`src/rtl/mbp_pkg.sv`:
```
// Shared types, codes, constants and the CRC-16 byte update for the Modbus read request poller.
package mbp_pkg;

    localparam int DEF_MAX_BLOCKS     = 16;
    localparam int JOB_QUEUE_DEPTH    = 2;
    localparam int RESULT_QUEUE_DEPTH = 2;

    localparam logic CMD_TICK = 1'b0;
    localparam logic CMD_LOAD = 1'b1;

    localparam logic [2:0] ST_FRAME     = 3'd0;
    localparam logic [2:0] ST_NOT_DUE   = 3'd1;
    localparam logic [2:0] ST_EMPTY     = 3'd2;
    localparam logic [2:0] ST_BAD_COUNT = 3'd3;
    localparam logic [2:0] ST_LOAD_ACK  = 3'd4;

    localparam logic [1:0] CFG_SLAVE_ADDR     = 2'd0;
    localparam logic [1:0] CFG_POLL_PERIOD_MS = 2'd1;
    localparam logic [1:0] CFG_ACTIVE_BLOCKS  = 2'd2;

    localparam logic [7:0]  SLAVE_ADDR_RST    = 8'd1;
    localparam logic [31:0] POLL_PERIOD_RST   = 32'd1000;
    localparam logic [4:0]  ACTIVE_BLOCKS_RST = 5'd0;

    localparam logic [15:0] CRC_INIT        = 16'hFFFF;
    localparam logic [15:0] CRC_POLY        = 16'hA001;
    localparam logic [7:0]  FC_READ_HOLDING = 8'h03;
    localparam logic [15:0] MAX_REG_COUNT   = 16'd125;
    localparam logic [9:0]  US_PER_MS       = 10'd1000;
    localparam int          PERIOD_US_W     = 42;

    typedef struct packed {
        logic        command;
        logic [62:0] now_us;
        logic [3:0]  slot;
        logic [15:0] reg_start;
        logic [15:0] reg_count;
    } item_t;

    typedef struct packed {
        logic [7:0] frame_byte;
        logic       last;
        logic [2:0] status;
        logic [3:0] block_index;
    } result_t;

    typedef struct packed {
        logic        is_frame;
        logic [2:0]  status;
        logic [3:0]  block_index;
        logic [7:0]  slave_addr;
        logic [15:0] reg_start;
        logic [15:0] reg_count;
    } job_t;

    function automatic logic [15:0] crc_update(input logic [15:0] crc_in,
                                               input logic [7:0]  data);
        logic [15:0] c;
        c = crc_in ^ {8'd0, data};
        for (int b = 0; b < 8; b++) begin
            if (c[0])
                c = (c >> 1) ^ CRC_POLY;
            else
                c = c >> 1;
        end
        return c;
    endfunction

endpackage

```
`src/rtl/modbus_read_request_poller.sv`:
```
// Top level of the Modbus RTU read-holding-registers request poller.
//
// channel   ports                                      direction  word
// input     push, full, item                           in         mbp_pkg::item_t
// result    empty, pop, result                         out        mbp_pkg::result_t
// config    cfg_valid, cfg_ready, cfg_index, cfg_data  in         2-bit index, 32-bit data
//
// The front end takes one input word per cycle while its job queue has room and no
// index wrap runs. The back end gives one result word per cycle while the result queue
// has room: a load or a frameless tick gives one word, a framed tick eight (byte counter
// and CRC register step once per byte). Lowering active_blocks below the index in use
// starts an index wrap that stalls input. Reset restores all control state; table unset.
module modbus_read_request_poller #(
    parameter int MAX_BLOCKS = mbp_pkg::DEF_MAX_BLOCKS
) (
    input  logic             clk,
    input  logic             rst_n,
    input  logic             push,
    input  mbp_pkg::item_t   item,
    output logic             full,
    output logic             empty,
    input  logic             pop,
    output mbp_pkg::result_t result,
    input  logic             cfg_valid,
    output logic             cfg_ready,
    input  logic [1:0]       cfg_index,
    input  logic [31:0]      cfg_data
);

    mbp_pkg::job_t    job_in, job_out;
    mbp_pkg::result_t res_word;
    logic             job_push, job_full, job_pop, job_empty;
    logic             res_push, res_full;

    assign cfg_ready = 1'b1;

    mbp_front #(
        .MAX_BLOCKS (MAX_BLOCKS)
    ) u_front (
        .clk       (clk),
        .rst_n     (rst_n),
        .push      (push),
        .item      (item),
        .full      (full),
        .cfg_valid (cfg_valid),
        .cfg_index (cfg_index),
        .cfg_data  (cfg_data),
        .job_push  (job_push),
        .job       (job_in),
        .job_full  (job_full)
    );

    mbp_fifo #(
        .T     (mbp_pkg::job_t),
        .DEPTH (mbp_pkg::JOB_QUEUE_DEPTH)
    ) u_job_q (
        .clk   (clk),
        .rst_n (rst_n),
        .push  (job_push),
        .wdata (job_in),
        .full  (job_full),
        .pop   (job_pop),
        .rdata (job_out),
        .empty (job_empty)
    );

    mbp_back u_back (
        .clk       (clk),
        .rst_n     (rst_n),
        .job       (job_out),
        .job_empty (job_empty),
        .job_pop   (job_pop),
        .res_push  (res_push),
        .res_word  (res_word),
        .res_full  (res_full)
    );

    mbp_fifo #(
        .T     (mbp_pkg::result_t),
        .DEPTH (mbp_pkg::RESULT_QUEUE_DEPTH)
    ) u_res_q (
        .clk   (clk),
        .rst_n (rst_n),
        .push  (res_push),
        .wdata (res_word),
        .full  (res_full),
        .pop   (pop),
        .rdata (result),
        .empty (empty)
    );

endmodule

```
`src/rtl/mbp_fifo.sv`:
```
// Small register-based first-in first-out queue.
module mbp_fifo #(
    parameter type T     = logic,
    parameter int  DEPTH = 2
) (
    input  logic clk,
    input  logic rst_n,
    input  logic push,
    input  T     wdata,
    output logic full,
    input  logic pop,
    output T     rdata,
    output logic empty
);

    localparam int AW = (DEPTH > 1) ? $clog2(DEPTH) : 1;
    localparam int CW = $clog2(DEPTH + 1);

    T                mem [DEPTH];
    logic [AW-1:0]   wr_ptr_reg, wr_ptr_next;
    logic [AW-1:0]   rd_ptr_reg, rd_ptr_next;
    logic [CW-1:0]   count_reg, count_next;
    logic            do_push, do_pop;

    assign full    = (count_reg == CW'(DEPTH));
    assign empty   = (count_reg == '0);
    assign do_push = push && !full;
    assign do_pop  = pop && !empty;
    assign rdata   = mem[rd_ptr_reg];

    always_comb
    begin
        wr_ptr_next = wr_ptr_reg;
        rd_ptr_next = rd_ptr_reg;
        count_next  = count_reg;
        if (do_push)
        begin
            wr_ptr_next = (wr_ptr_reg == AW'(DEPTH - 1)) ? '0 : wr_ptr_reg + AW'(1);
        end
        if (do_pop)
        begin
            rd_ptr_next = (rd_ptr_reg == AW'(DEPTH - 1)) ? '0 : rd_ptr_reg + AW'(1);
        end
        if (do_push && !do_pop)
            count_next = count_reg + CW'(1);
        else if (do_pop && !do_push)
            count_next = count_reg - CW'(1);
    end

    always_ff @(posedge clk or negedge rst_n)
    begin
        if (!rst_n)
        begin
            wr_ptr_reg <= '0;
            rd_ptr_reg <= '0;
            count_reg  <= '0;
        end
        else
        begin
            wr_ptr_reg <= wr_ptr_next;
            rd_ptr_reg <= rd_ptr_next;
            count_reg  <= count_next;
        end
    end

    always_ff @(posedge clk)
    begin
        if (do_push)
            mem[wr_ptr_reg] <= wdata;
    end

endmodule

```
`src/rtl/mbp_front.sv`:
```
// Front end: configuration, block table, poll timing and classification of each input word.
module mbp_front #(
    parameter int MAX_BLOCKS = mbp_pkg::DEF_MAX_BLOCKS
) (
    input  logic            clk,
    input  logic            rst_n,
    input  logic            push,
    input  mbp_pkg::item_t  item,
    output logic            full,
    input  logic            cfg_valid,
    input  logic [1:0]      cfg_index,
    input  logic [31:0]     cfg_data,
    output logic            job_push,
    output mbp_pkg::job_t   job,
    input  logic            job_full
);

    localparam int IW = (MAX_BLOCKS > 1) ? $clog2(MAX_BLOCKS) : 1;
    localparam int NW = $clog2(MAX_BLOCKS + 1);
    localparam int PW = mbp_pkg::PERIOD_US_W;

    logic [31:0]   blk_table [MAX_BLOCKS];

    logic [7:0]    slave_reg, slave_next;
    logic [PW-1:0] period_us_reg, period_us_next;
    logic [NW-1:0] nblk_reg, nblk_next;
    logic [IW-1:0] next_index_reg, next_index_next;
    logic [62:0]   last_poll_reg, last_poll_next;
    logic          wrap_busy_reg, wrap_busy_next;
    logic [NW-1:0] wrap_val_reg, wrap_val_next;
    logic [NW-1:0] wrap_n_reg, wrap_n_next;

    logic          accept;
    logic [31:0]   entry;
    logic [NW-1:0] inc;
    logic [62:0]   elapsed;
    logic          due, count_bad, do_frame, do_load, slot_ok;
    logic [31:0]   active_ext;

    assign full     = job_full || wrap_busy_reg;
    assign accept   = push && !full;
    assign job_push = accept;
    assign slot_ok  = (32'(item.slot) < MAX_BLOCKS);

    always_comb
    begin
        entry     = blk_table[next_index_reg];
        inc       = NW'(next_index_reg) + NW'(1);
        elapsed   = item.now_us - last_poll_reg;
        due       = (last_poll_reg == '0)
                    || ((item.now_us >= last_poll_reg) && (elapsed >= 63'(period_us_reg)));
        count_bad = (entry[15:0] == 16'd0) || (entry[15:0] > mbp_pkg::MAX_REG_COUNT);

        job             = '0;
        job.block_index = 4'(next_index_reg);
        job.slave_addr  = slave_reg;
        job.reg_start   = entry[31:16];
        job.reg_count   = entry[15:0];
        do_frame        = 1'b0;
        do_load         = 1'b0;

        priority if (item.command == mbp_pkg::CMD_LOAD)
        begin
            job.status      = mbp_pkg::ST_LOAD_ACK;
            job.block_index = item.slot;
            do_load         = 1'b1;
        end
        else if (nblk_reg == '0)
            job.status = mbp_pkg::ST_EMPTY;
        else if (!due)
            job.status = mbp_pkg::ST_NOT_DUE;
        else if (count_bad)
            job.status = mbp_pkg::ST_BAD_COUNT;
        else
        begin
            job.is_frame = 1'b1;
            job.status   = mbp_pkg::ST_FRAME;
            do_frame     = 1'b1;
        end
    end

    // state update: configuration, round-robin advance and index wrap
    always_comb
    begin
        slave_next      = slave_reg;
        period_us_next  = period_us_reg;
        nblk_next       = nblk_reg;
        next_index_next = next_index_reg;
        last_poll_next  = last_poll_reg;
        wrap_busy_next  = wrap_busy_reg;
        wrap_val_next   = wrap_val_reg;
        wrap_n_next     = wrap_n_reg;
        active_ext      = {27'd0, cfg_data[4:0]};

        if (cfg_valid)
        begin
            unique case (cfg_index)
                mbp_pkg::CFG_SLAVE_ADDR:     slave_next = cfg_data[7:0];
                mbp_pkg::CFG_POLL_PERIOD_MS:
                    period_us_next = PW'(cfg_data) * PW'(mbp_pkg::US_PER_MS);
                mbp_pkg::CFG_ACTIVE_BLOCKS:
                    nblk_next = (active_ext > 32'(MAX_BLOCKS)) ? NW'(MAX_BLOCKS)
                                                               : NW'(active_ext);
                default: ;
            endcase
        end

        if (wrap_busy_reg)
        begin
            if (wrap_val_reg < wrap_n_reg)
            begin
                next_index_next = IW'(wrap_val_reg);
                wrap_busy_next  = 1'b0;
            end
            else
                wrap_val_next = wrap_val_reg - wrap_n_reg;
        end

        if (accept && do_frame)
        begin
            last_poll_next = item.now_us;
            if (inc < nblk_reg)
                next_index_next = IW'(inc);
            else if (inc == nblk_reg)
                next_index_next = '0;
            else
            begin
                // stale index after active_blocks was lowered
                wrap_busy_next = 1'b1;
                wrap_val_next  = inc - nblk_reg;
                wrap_n_next    = nblk_reg;
            end
        end
    end

    always_ff @(posedge clk or negedge rst_n)
    begin
        if (!rst_n)
        begin
            slave_reg      <= mbp_pkg::SLAVE_ADDR_RST;
            period_us_reg  <= PW'(mbp_pkg::POLL_PERIOD_RST) * PW'(mbp_pkg::US_PER_MS);
            nblk_reg       <= NW'(mbp_pkg::ACTIVE_BLOCKS_RST);
            next_index_reg <= '0;
            last_poll_reg  <= '0;
            wrap_busy_reg  <= 1'b0;
            wrap_val_reg   <= '0;
            wrap_n_reg     <= '0;
        end
        else
        begin
            slave_reg      <= slave_next;
            period_us_reg  <= period_us_next;
            nblk_reg       <= nblk_next;
            next_index_reg <= next_index_next;
            last_poll_reg  <= last_poll_next;
            wrap_busy_reg  <= wrap_busy_next;
            wrap_val_reg   <= wrap_val_next;
            wrap_n_reg     <= wrap_n_next;
        end
    end

    always_ff @(posedge clk)
    begin
        if (accept && do_load && slot_ok)
            blk_table[IW'(item.slot)] <= {item.reg_start, item.reg_count};
    end

endmodule

```
`src/rtl/mbp_back.sv`:
```
// Back end: jobs to result words, serial CRC, one frame byte per cycle when not stalled.
module mbp_back (
    input  logic             clk,
    input  logic             rst_n,
    input  mbp_pkg::job_t    job,
    input  logic             job_empty,
    output logic             job_pop,
    output logic             res_push,
    output mbp_pkg::result_t res_word,
    input  logic             res_full
);

    logic [2:0]  byte_cnt_reg, byte_cnt_next;
    logic [15:0] crc_reg, crc_next;
    logic [7:0]  cur_byte;
    logic        emit;

    assign emit     = !job_empty && !res_full;
    assign res_push = emit;

    always_comb
    begin
        unique case (byte_cnt_reg)
            3'd0:    cur_byte = job.slave_addr;
            3'd1:    cur_byte = mbp_pkg::FC_READ_HOLDING;
            3'd2:    cur_byte = job.reg_start[15:8];
            3'd3:    cur_byte = job.reg_start[7:0];
            3'd4:    cur_byte = job.reg_count[15:8];
            3'd5:    cur_byte = job.reg_count[7:0];
            3'd6:    cur_byte = crc_reg[7:0];
            default: cur_byte = crc_reg[15:8];
        endcase

        res_word             = '0;
        res_word.status      = job.status;
        res_word.block_index = job.block_index;
        byte_cnt_next        = byte_cnt_reg;
        crc_next             = crc_reg;
        job_pop              = 1'b0;

        if (job.is_frame)
        begin
            res_word.frame_byte = cur_byte;
            res_word.last       = (byte_cnt_reg == 3'd7);
            if (emit)
            begin
                byte_cnt_next = byte_cnt_reg + 3'd1;
                job_pop       = (byte_cnt_reg == 3'd7);
                if (byte_cnt_reg < 3'd6)
                    crc_next = mbp_pkg::crc_update(
                        (byte_cnt_reg == 3'd0) ? mbp_pkg::CRC_INIT : crc_reg, cur_byte);
            end
        end
        else
        begin
            res_word.last = 1'b1;
            job_pop       = emit;
        end
    end

    always_ff @(posedge clk or negedge rst_n)
    begin
        if (!rst_n)
            byte_cnt_reg <= 3'd0;
        else
            byte_cnt_reg <= byte_cnt_next;
    end

    always_ff @(posedge clk)
    begin
        crc_reg <= crc_next;
    end

endmodule
```
`config.mk`:
```
export PLATFORM = sky130hd
export DESIGN_NAME = modbus_read_request_poller
export DESIGN_NICKNAME = d
export VERILOG_FILES = /design/src/rtl/mbp_pkg.sv /design/src/rtl/modbus_read_request_poller.sv /design/src/rtl/mbp_fifo.sv /design/src/rtl/mbp_front.sv /design/src/rtl/mbp_back.sv
export SDC_FILE = /design/constraint.sdc
export NUM_CORES = 1
export LEC_CHECK = 0
export BUFFER_PORTS_ARGS = -buffer_cell sky130_fd_sc_hd__buf_4
export CELL_PAD_IN_SITES_DETAIL_PLACEMENT = 1
export CELL_PAD_IN_SITES_GLOBAL_PLACEMENT = 2
export CORE_MARGIN = 3
export CORE_UTILIZATION = 46
export DETAILED_ROUTE_END_ITERATION = 10
export PLACE_DENSITY = 0.89
export SYNTH_ARGS = -nofsm -noshare
export SYNTH_HDL_FRONTEND = slang
export SYNTH_SLANG_ARGS = --single-unit
```
`constraint.sdc`:
```
create_clock -name clk -period 7.05 [get_ports clk]
set_clock_uncertainty 0.1 [all_clocks]
set_input_delay 1.41 -clock clk [delete_from_list [all_inputs] [get_ports clk]]
set_output_delay 1.41 -clock clk [all_outputs]
set_load 0.005 [all_outputs]
```
==> flow_summary.rst, run 1 <==
.. list-table::
   :header-rows: 1

   * - Metric
     - Value
   * - Status
     - finished clean
   * - CTS max path bufs
     - 3
   * - First element of the critical path
     - item[37]
   * - Number of synthesized flops with an enable pin
     - 656
   * - Number of max-slew violations in the final report
     - 0
   * - Share of cell area taken by muxes after synthesis
     - 13.02%
   * - Global-route wire length before repair
     - 175,900 um
   * - Clock period minus final worst setup slack
     - 6.648 ns
   * - Number of port buffers
     - 156
   * - Largest fanout on the critical path
     - 8
   * - Number of distinct library cell variants in the gate-level netlist after synthesis
     - 86
   * - CTS H-tree depth
     - 3
   * - Post-CTS setup buffer count
     - 0
   * - Number of DRC violations after detailed-routing iteration 0
     - 2,093
   * - Setup-failing EPs final
     - 0
   * - Avg WL per Cell
     - 26.82 um
   * - Total die area
     - 93,290 um^2
   * - Synth warnings
     - 0
   * - Arrival time worst endpoint
     - 7.05 ns
   * - Final wirelength
     - 114,600 um
   * - Source-to-sink clock delay at the later pin of the worst-skew pair
     - 0.66 ns
   * - Slew margin rel.
     - 19.34%
   * - Half-perimeter wire length after placement
     - 80,350 um
   * - Max Freq
     - 150.4 MHz
   * - Unrepaired setup endpoints after global routing
     - no
   * - Die span in y
     - 305.4 um
   * - Max reg flops
     - 512
   * - Clock transition at the register clock pins on the worst setup and hold paths after CTS
     - 0.06 ns
   * - Clock sink total
     - 797
   * - TritonCTS buffer count
     - 82
   * - Capturing element of the worst setup path
     - u_front.wrap_val_reg[1]
   * - Layout overhead on the synthesized area
     - 13.99%
   * - Post-detailed-placement cell area
     - 44,440 um^2
   * - Initial Utilization
     - 46.53%
   * - Drt drc
     - 0
   * - Share of cells above drive strength 1
     - 23.80%
   * - Count of standard-cell rows
     - 109
   * - Number of instances resized during post-cts repair
     - 0
   * - Number of nets in the layout
     - 3,517
   * - CTS tree
     - yes
   * - Library cell used as clock root buffer
     - clkbuf_16
   * - Pwr/cell area
     - 329.9 nW/um^2
   * - Main combinational cell family by area after synthesis
     - multiplexers
   * - Total standard cell area after synthesis
     - 41,240 um^2
   * - Post-synthesis average cell area
     - 14.73 um^2
   * - Setup tns final
     - 0 ns
   * - Simple-Gate Fraction of Synth Area
     - 5.958%
   * - Ports placed on the boundary
     - 158
   * - CP Launch Type
     - primary input
   * - Length of the first detailed-routing pass in iterations
     - 5
   * - Via total after detailed routing
     - 25,224
   * - Cell depth of the worst flop-to-flop path
     - 25
   * - Leading register cell type out of synthesis
     - edfxtp_1
   * - Worst IR drop on VDD
     - 0.2921 mV
   * - Core Footprint
     - 88,650 um^2
   * - Leak pwr
     - 0.01746 uW
   * - Required arrival time at the worst endpoint
     - 7.45 ns
   * - CTS hold repair buffers
     - 0
   * - Post-synthesis sequential area ratio
     - 56.34%
   * - Slew at the pin closest to its max-slew limit
     - 1.203 ns
   * - R2r startpoint
     - u_front.last_poll_reg[1]
   * - Vias per Instance
     - 5.900
   * - Pin count of the biggest net entering global routing
     - 78
   * - Final Hold Vio Count
     - 0
   * - Post-synthesis async set-or-reset flop share
     - 17.69%
   * - Max-cap viol count
     - 0
   * - Final design utilization
     - 53.04%
   * - Die boundary width
     - 305.4 um
   * - Reg-to-Reg End
     - u_front.wrap_val_reg[1]
   * - ANT nets after route
     - 0
   * - R2r setup slk
     - 0.83 ns
   * - Overall overflow remaining after global route
     - 0
   * - Area share of fa/ha/maj cells after synthesis
     - 12.17%
   * - Compound-Gate Fraction of Synth Area
     - 7.181%
   * - Overall fraction of global-route tracks in use
     - 24.84%
   * - Class of the worst hold path
     - reg -> reg
   * - Crit path capture type
     - register
   * - Post-synthesis instance total
     - 2,800
   * - Number of antenna violations at the first check in global routing
     - 1
   * - Post-synthesis sequential element count
     - 797
   * - Post-route standard cell area excluding fillers
     - 47,020 um^2
   * - Number of global-route vias before repair
     - 27,767
   * - Type of the worst setup path
     - in -> reg
   * - Share of the synthesized netlist area taken by xor and xnor gates
     - 2.506%
   * - Crit share post-route
     - 94.30%
   * - Post-Synthesis Net Count
     - 3,268
   * - Final weighted congestion in routability-driven placement
     - 0.9230
## power breakdown
group          internal [uW]  total [uW]  switching [uW]  leakage, uW
sequential              5820        6100             271      0.00776
clock                   2390        4190            1810      0.00125
combinational           2260        5220            2960      0.00844
total                  10500       15500            5040       0.0175
## critical path, cell delays in order
cell and delay [ns]:
buf_4 0.12, ha_1 0.31, nor2b_1 0.16, o31a_2 0.35, o21ai_0 0.26, buf_4 0.16
and4_1 0.20, o21ai_1 0.12, nor2_1 0.15, nand2_1 0.09, a21boi_0 0.26, o21ai_0 0.14
xor2_1 0.18, ha_1 0.30, nor2b_1 0.13, o21ai_0 0.16, nand2_1 0.10, a2111oi_0 0.41
a2111oi_1 0.25, nor4_1 0.34, nand4_1 0.20, nor4_4 0.34, buf_4 0.18, or3b_1 0.32
mux2_2 0.38
## cells by family (layout without fill, tap and decap cells)
group	Yosys count	after routing
flip-flops	797	797
AND/OR/NAND/NOR	499	499
AO/OA/AOI/OAI	463	463
adder cells (fa/ha/maj)	329	329
multiplexers	308	308
buffers and inverters	285	594
XOR/XNOR	118	118
other	1	2
## Yosys cell counts (10+ instances only)
cell      instances  area (um^2)
o31ai_1          11        82.58
and3_1           11        68.82
a21o_1           50        375.4
a211oi_1         13        97.59
xor2_1           51        446.7
o21ai_0         123        615.6
mux4_2          166         3739
o211ai_1         12        90.09
clkbuf_1         68        255.2
or3_1            10        62.56
xnor2_1          67        586.8
nor2_1          115        431.7
o21a_1           11        82.58
edfxtp_1        656        19700
mux2i_1          16        160.2
dfrtp_1         133         3328
buf_1            14        52.55
nand2b_1         16        100.1
buf_2            13        65.06
or2_2            13        81.33
fa_1            120         2402
nand2_1         142        533.0
nor2b_1          13        81.33
nor4_1           22        137.6
mux2_4           14        210.2
mux2_2          112         1261
nand3_1          36        180.2
and2_1           13        81.33
inv_1           176        660.6
ha_1            209         2615
o21bai_1         20        150.1
nand4_1          43        269.0
a21oi_1         125        625.6
a31oi_1          11        68.82
nor3_1           36        180.2
## final cells by class
class	count	area [um^2]
Sequential cell	797	23250
Antenna cell	1	2.502
Timing Repair Buffer	274	2098
Clock buffer	99	2136
Inverter	176	660.6
Multi-Input combinational cell	1718	16970
Tap cell	1165	1458
Fill cell	8571	41630
Clock inverter	45	440.4
## layer usage
metal	part of all wire [%]	wire length, um	GRT usage [%]	up-vias
met5	0	0	0	-
met4	2.1	2412	5.584	0
met3	4.6	5293	3.173	139
met2	53	60560	44.92	693
met1	40	46380	32.08	13240
li1	-	-	-	11152
## metrics by stage
stage	worst slack, ns	power [uW]	hold slack [ns]	cells
after floorplan	0.6456	9764	0.3382	2800
after global placement	-0.2654	11180	0.3559	4130
after detailed placement	-0.4620	11410	0.3723	4130
after CTS	0.1668	15660	0.3770	4274
after global routing	0.0003286	16450	0.3955	4274
final	0.4019	15510	0.3657	4275
## worst min-delay path by stage
stage | cells after the start | end | start | slack, ns
after floorplan | 0 | u_job_q.mem[0][33] | u_front.slave_reg[1] | 0.34
after global placement | 0 | u_job_q.mem[0][36] | u_front.slave_reg[4] | 0.36
after detailed placement | 0 | u_job_q.mem[1][36] | u_front.slave_reg[4] | 0.37
after CTS | 0 | u_job_q.mem[0][36] | u_front.slave_reg[4] | 0.38
after global routing | 0 | u_job_q.mem[0][36] | u_front.slave_reg[4] | 0.40
final | 0 | u_job_q.mem[0][36] | u_front.slave_reg[4] | 0.37
## layout by cell type (no fill, tap or decap), types with 102 or more instances in the layout
cell	instances
nand2_1	142
ha_1	209
o21ai_0	123
mux4_2	166
mux2_2	112
inv_1	176
dfrtp_1	128
nor2_1	102
a21oi_1	125
buf_4	270
fa_1	120
edfxtp_1	656
Power figures use the tool's default switching activity.
==> inputs of run 2 (changes only) <==
PLACE_DENSITY = 0.91   (was 0.89)
==> flow_summary.rst, run 2 (synthesis gave the netlist of run 1 again) <==
.. list-table::
   :header-rows: 1

   * - Metric
     - Value
   * - Required arrival time at the worst endpoint
     - 7.46 ns (was 7.45 ns)
   * - Crit path capture type
     - register (unchanged)
   * - Max Freq
     - 150.6 MHz (was 150.4 MHz)
   * - Worst path most repeated cell
     - o21ai_0
   * - Layout overhead on the synthesized area
     - 13.71% (was 13.99%)
   * - Setup-failing EPs final
     - 0 (unchanged)
   * - Global-route wire length before repair
     - 175,500 um (was 175,900 um)
   * - Number of max-slew violations in the final report
     - 0 (unchanged)
   * - Slew at the pin closest to its max-slew limit
     - 1.128 ns (was 1.203 ns)
   * - Final Hold Vio Count
     - 0 (unchanged)
   * - Final weighted congestion in routability-driven placement
     - 0.9002 (was 0.9230)
   * - Library cell used as clock root buffer
     - clkbuf_16 (unchanged)
   * - Final wirelength
     - 116,300 um (was 114,600 um)
   * - Initial Utilization
     - 46.53% (unchanged)
   * - R2r setup slk
     - 0.85 ns (was 0.83 ns)
   * - Leak pwr
     - 0.01735 uW (was 0.01746 uW)
   * - Avg WL per Cell
     - 27.39 um (was 26.82 um)
   * - TritonCTS buffer count
     - 80 (was 82)
   * - Crit share post-route
     - 94.20% (was 94.30%)
   * - Top Family by Delay on Critical Path
     - compound AO/OA/AOI/OAI gates (was simple AND/OR/NAND/NOR gates)
   * - Final design utilization
     - 52.90% (was 53.04%)
   * - Number of global-route vias before repair
     - 27,945 (was 27,767)
   * - Arrival time worst endpoint
     - 7.06 ns (was 7.05 ns)
   * - Clock transition at the register clock pins on the worst setup and hold paths after CTS
     - 0.06 ns (about the same)
   * - Largest fanout on the critical path
     - 32 (was 8)
   * - Number of port buffers
     - 156 (unchanged)
   * - Capturing element of the worst setup path
     - u_front.last_poll_reg[10] (was u_front.wrap_val_reg[1])
   * - Hold Startpoint
     - u_front.slave_reg[1] (was u_front.slave_reg[4])
   * - Clock sink total
     - 797 (unchanged)
   * - Unrepaired setup endpoints after global routing
     - no (unchanged)
   * - Part of the total power dissipated in combinational logic
     - 33.3% (was 33.7%)
   * - Half-perimeter wire length after placement
     - 78,540 um (was 80,350 um)
   * - Reg-to-Reg End
     - u_front.last_poll_reg[10] (was u_front.wrap_val_reg[1])
   * - Worst slack at placement
     - -0.3160 ns (was -0.4620 ns)
   * - Sw Ratio
     - 32.67% (was 32.50%)
   * - Max-cap viol count
     - 0 (unchanged)
   * - Worst Setup Slack, final
     - 0.4088 ns (was 0.4019 ns)
   * - Number of DRC violations after detailed-routing iteration 0
     - 2,143 (was 2,093)
   * - Number of nets in the layout
     - 3,484 (was 3,517)
   * - Source-to-sink clock delay at the later pin of the worst-skew pair
     - 0.65 ns (was 0.66 ns)
   * - Number of antenna violations at the first check in global routing
     - 5 (was 1)
   * - Core Footprint
     - 88,650 um^2 (unchanged)
   * - R2r startpoint
     - u_front.last_poll_reg[15] (was u_front.last_poll_reg[1])
   * - Overall fraction of global-route tracks in use
     - 24.92% (was 24.84%)
   * - Net switching power figure
     - 5135 uW (was 5042 uW)
   * - Largest incremental delay on the critical path
     - 0.49 ns (was 0.41 ns)
   * - CP Launch Type
     - primary input (unchanged)
   * - Cell-by-cell listing of the critical path
     - buf_4, ha_1, nor2b_1, o31a_2, o21ai_0, and4_1, o21ai_1, nor2_1, nand2_1, a21boi_0, o21ai_0, xor2_1, ha_1, nor2b_1, o21ai_0, nand2_1, a2111oi_0, a2111oi_1, nor4_1, nand4_1, nor4_4, or2_4, buf_12, mux2_2
   * - First element of the critical path
     - item[37] (unchanged)
   * - Count of standard-cell rows
     - 109 (unchanged)
   * - Total die area
     - 93,290 um^2 (unchanged)
   * - Vias per Instance
     - 5.977 (was 5.900)
   * - Internal power summed over all cells
     - 10,580 uW (was 10,470 uW)
   * - Most frequent standard cell in the layout excluding fill and tap cells
     - edfxtp_1 (unchanged)
   * - Class of the worst hold path
     - reg -> reg (unchanged)
   * - Part of the power in registers
     - 38.9% (was 39.3%)
   * - Drt drc
     - 0 (unchanged)
   * - Worst IR drop on VDD
     - 0.4604 mV (was 0.2921 mV)
   * - Slew margin rel.
     - 24.63% (was 19.34%)
   * - Commonest cells after routing, fill and taps aside
     - edfxtp_1, buf_4, ha_1, inv_1, mux4_2 (unchanged)
   * - Pwr/cell area
     - 335.2 nW/um^2 (was 329.9 nW/um^2)
   * - CTS H-tree depth
     - 3 (unchanged)
   * - Via total after detailed routing
     - 25,385 (was 25,224)
   * - Max reg flops
     - 512 (unchanged)
   * - ANT nets after route
     - 0 (unchanged)
   * - Pin count of the biggest net entering global routing
     - 78 (unchanged)
   * - Number of stages on the worst setup path
     - 24 (was 25)
   * - Ports placed on the boundary
     - 158 (unchanged)
   * - Overall overflow remaining after global route
     - 0 (unchanged)
   * - Cell depth of the worst flop-to-flop path
     - 21 (was 25)
   * - Cell at the slowest stage of the critical path
     - a2111oi_0 (unchanged)
   * - Die boundary width
     - 305.4 um (unchanged)
   * - Clock period minus final worst setup slack
     - 6.641 ns (was 6.648 ns)
   * - Number of buffer and inverter instances along the worst setup path
     - 2 (was 3)
   * - Length of the first detailed-routing pass in iterations
     - 5 (unchanged)
   * - Share of cells above drive strength 1
     - 23.00% (was 23.80%)
   * - Die span in y
     - 305.4 um (unchanged)
   * - Type of the worst setup path
     - in -> reg (unchanged)
   * - Post-CTS setup buffer count
     - 0 (unchanged)
   * - Status
     - finished clean (unchanged)
   * - CTS max path bufs
     - 3 (unchanged)
   * - CTS tree
     - yes (unchanged)
   * - Power share of the clock group
     - 27.8% (was 27.0%)
-- run 2: per-stage QoR --
stage / total power, uW / TNS, ns / hold slack [ns] / instance area [um^2] / std cells
6_report: 15720 / 0 / 0.3618 / 46900 / 4247
5_1_grt: 16640 / 0 / 0.4006 / 46890 / 4245
4_1_cts: 15840 / 0 / 0.3663 / 46890 / 4243
3_5_place_dp: 11410 / -13.23 / 0.3771 / 44200 / 4099
3_3_place_gp: 11160 / -4.504 / 0.3534 / 44200 / 4099
2_1_floorplan: 9764 / 0 / 0.3382 / 41240 / 2800
-- run 2: layout make-up --
type	count	area, um^2
antenna	4	10.01
timing repair buffer	243	1866
multi-input combinational	1718	16970
fill	8575	41750
clock buffer	96	2123
clock inverter	48	559.3
tap	1165	1458
sequential	797	23250
inverter	176	660.6
-- run 2: repair_timing --
action                     4_1_cts  5_1_grt
hold buffers                     0        0
resized for setup                0        1
setup endpoints to repair        0        3
-- run 2: worst min-delay path by stage --
stage	endpoint	slack, ns	depth (start not counted)
final	u_job_q.mem[0][33]	0.36	0
after global routing	u_job_q.mem[0][33]	0.40	0
after CTS	u_job_q.mem[0][33]	0.37	0
after detailed placement	u_front.period_us_reg[28]	0.38	2
after global placement	u_job_q.mem[0][35]	0.35	0
after floorplan	u_job_q.mem[0][33]	0.34	0
-- run 2: power groups by stage --
stage	combinational [uW]	clock [uW]	sequential [uW]
finish	5230	4370	6120
global route	5850	4630	6160
CTS	5280	4440	6120
detailed placement	5200	0	6200
global placement	4990	0	6160
floorplan	3720	0	6050
-- run 2: per-layer routing --
layer	share of wire [%]	track usage, %	wire length (um)	vias to the layer above
met5	0.015	0	17	-
met4	3.5	8.510	4054	2
li1	-	-	-	11102
met1	40	32.03	46390	13220
met2	51	43.40	59490	845
met3	5.5	3.783	6385	216
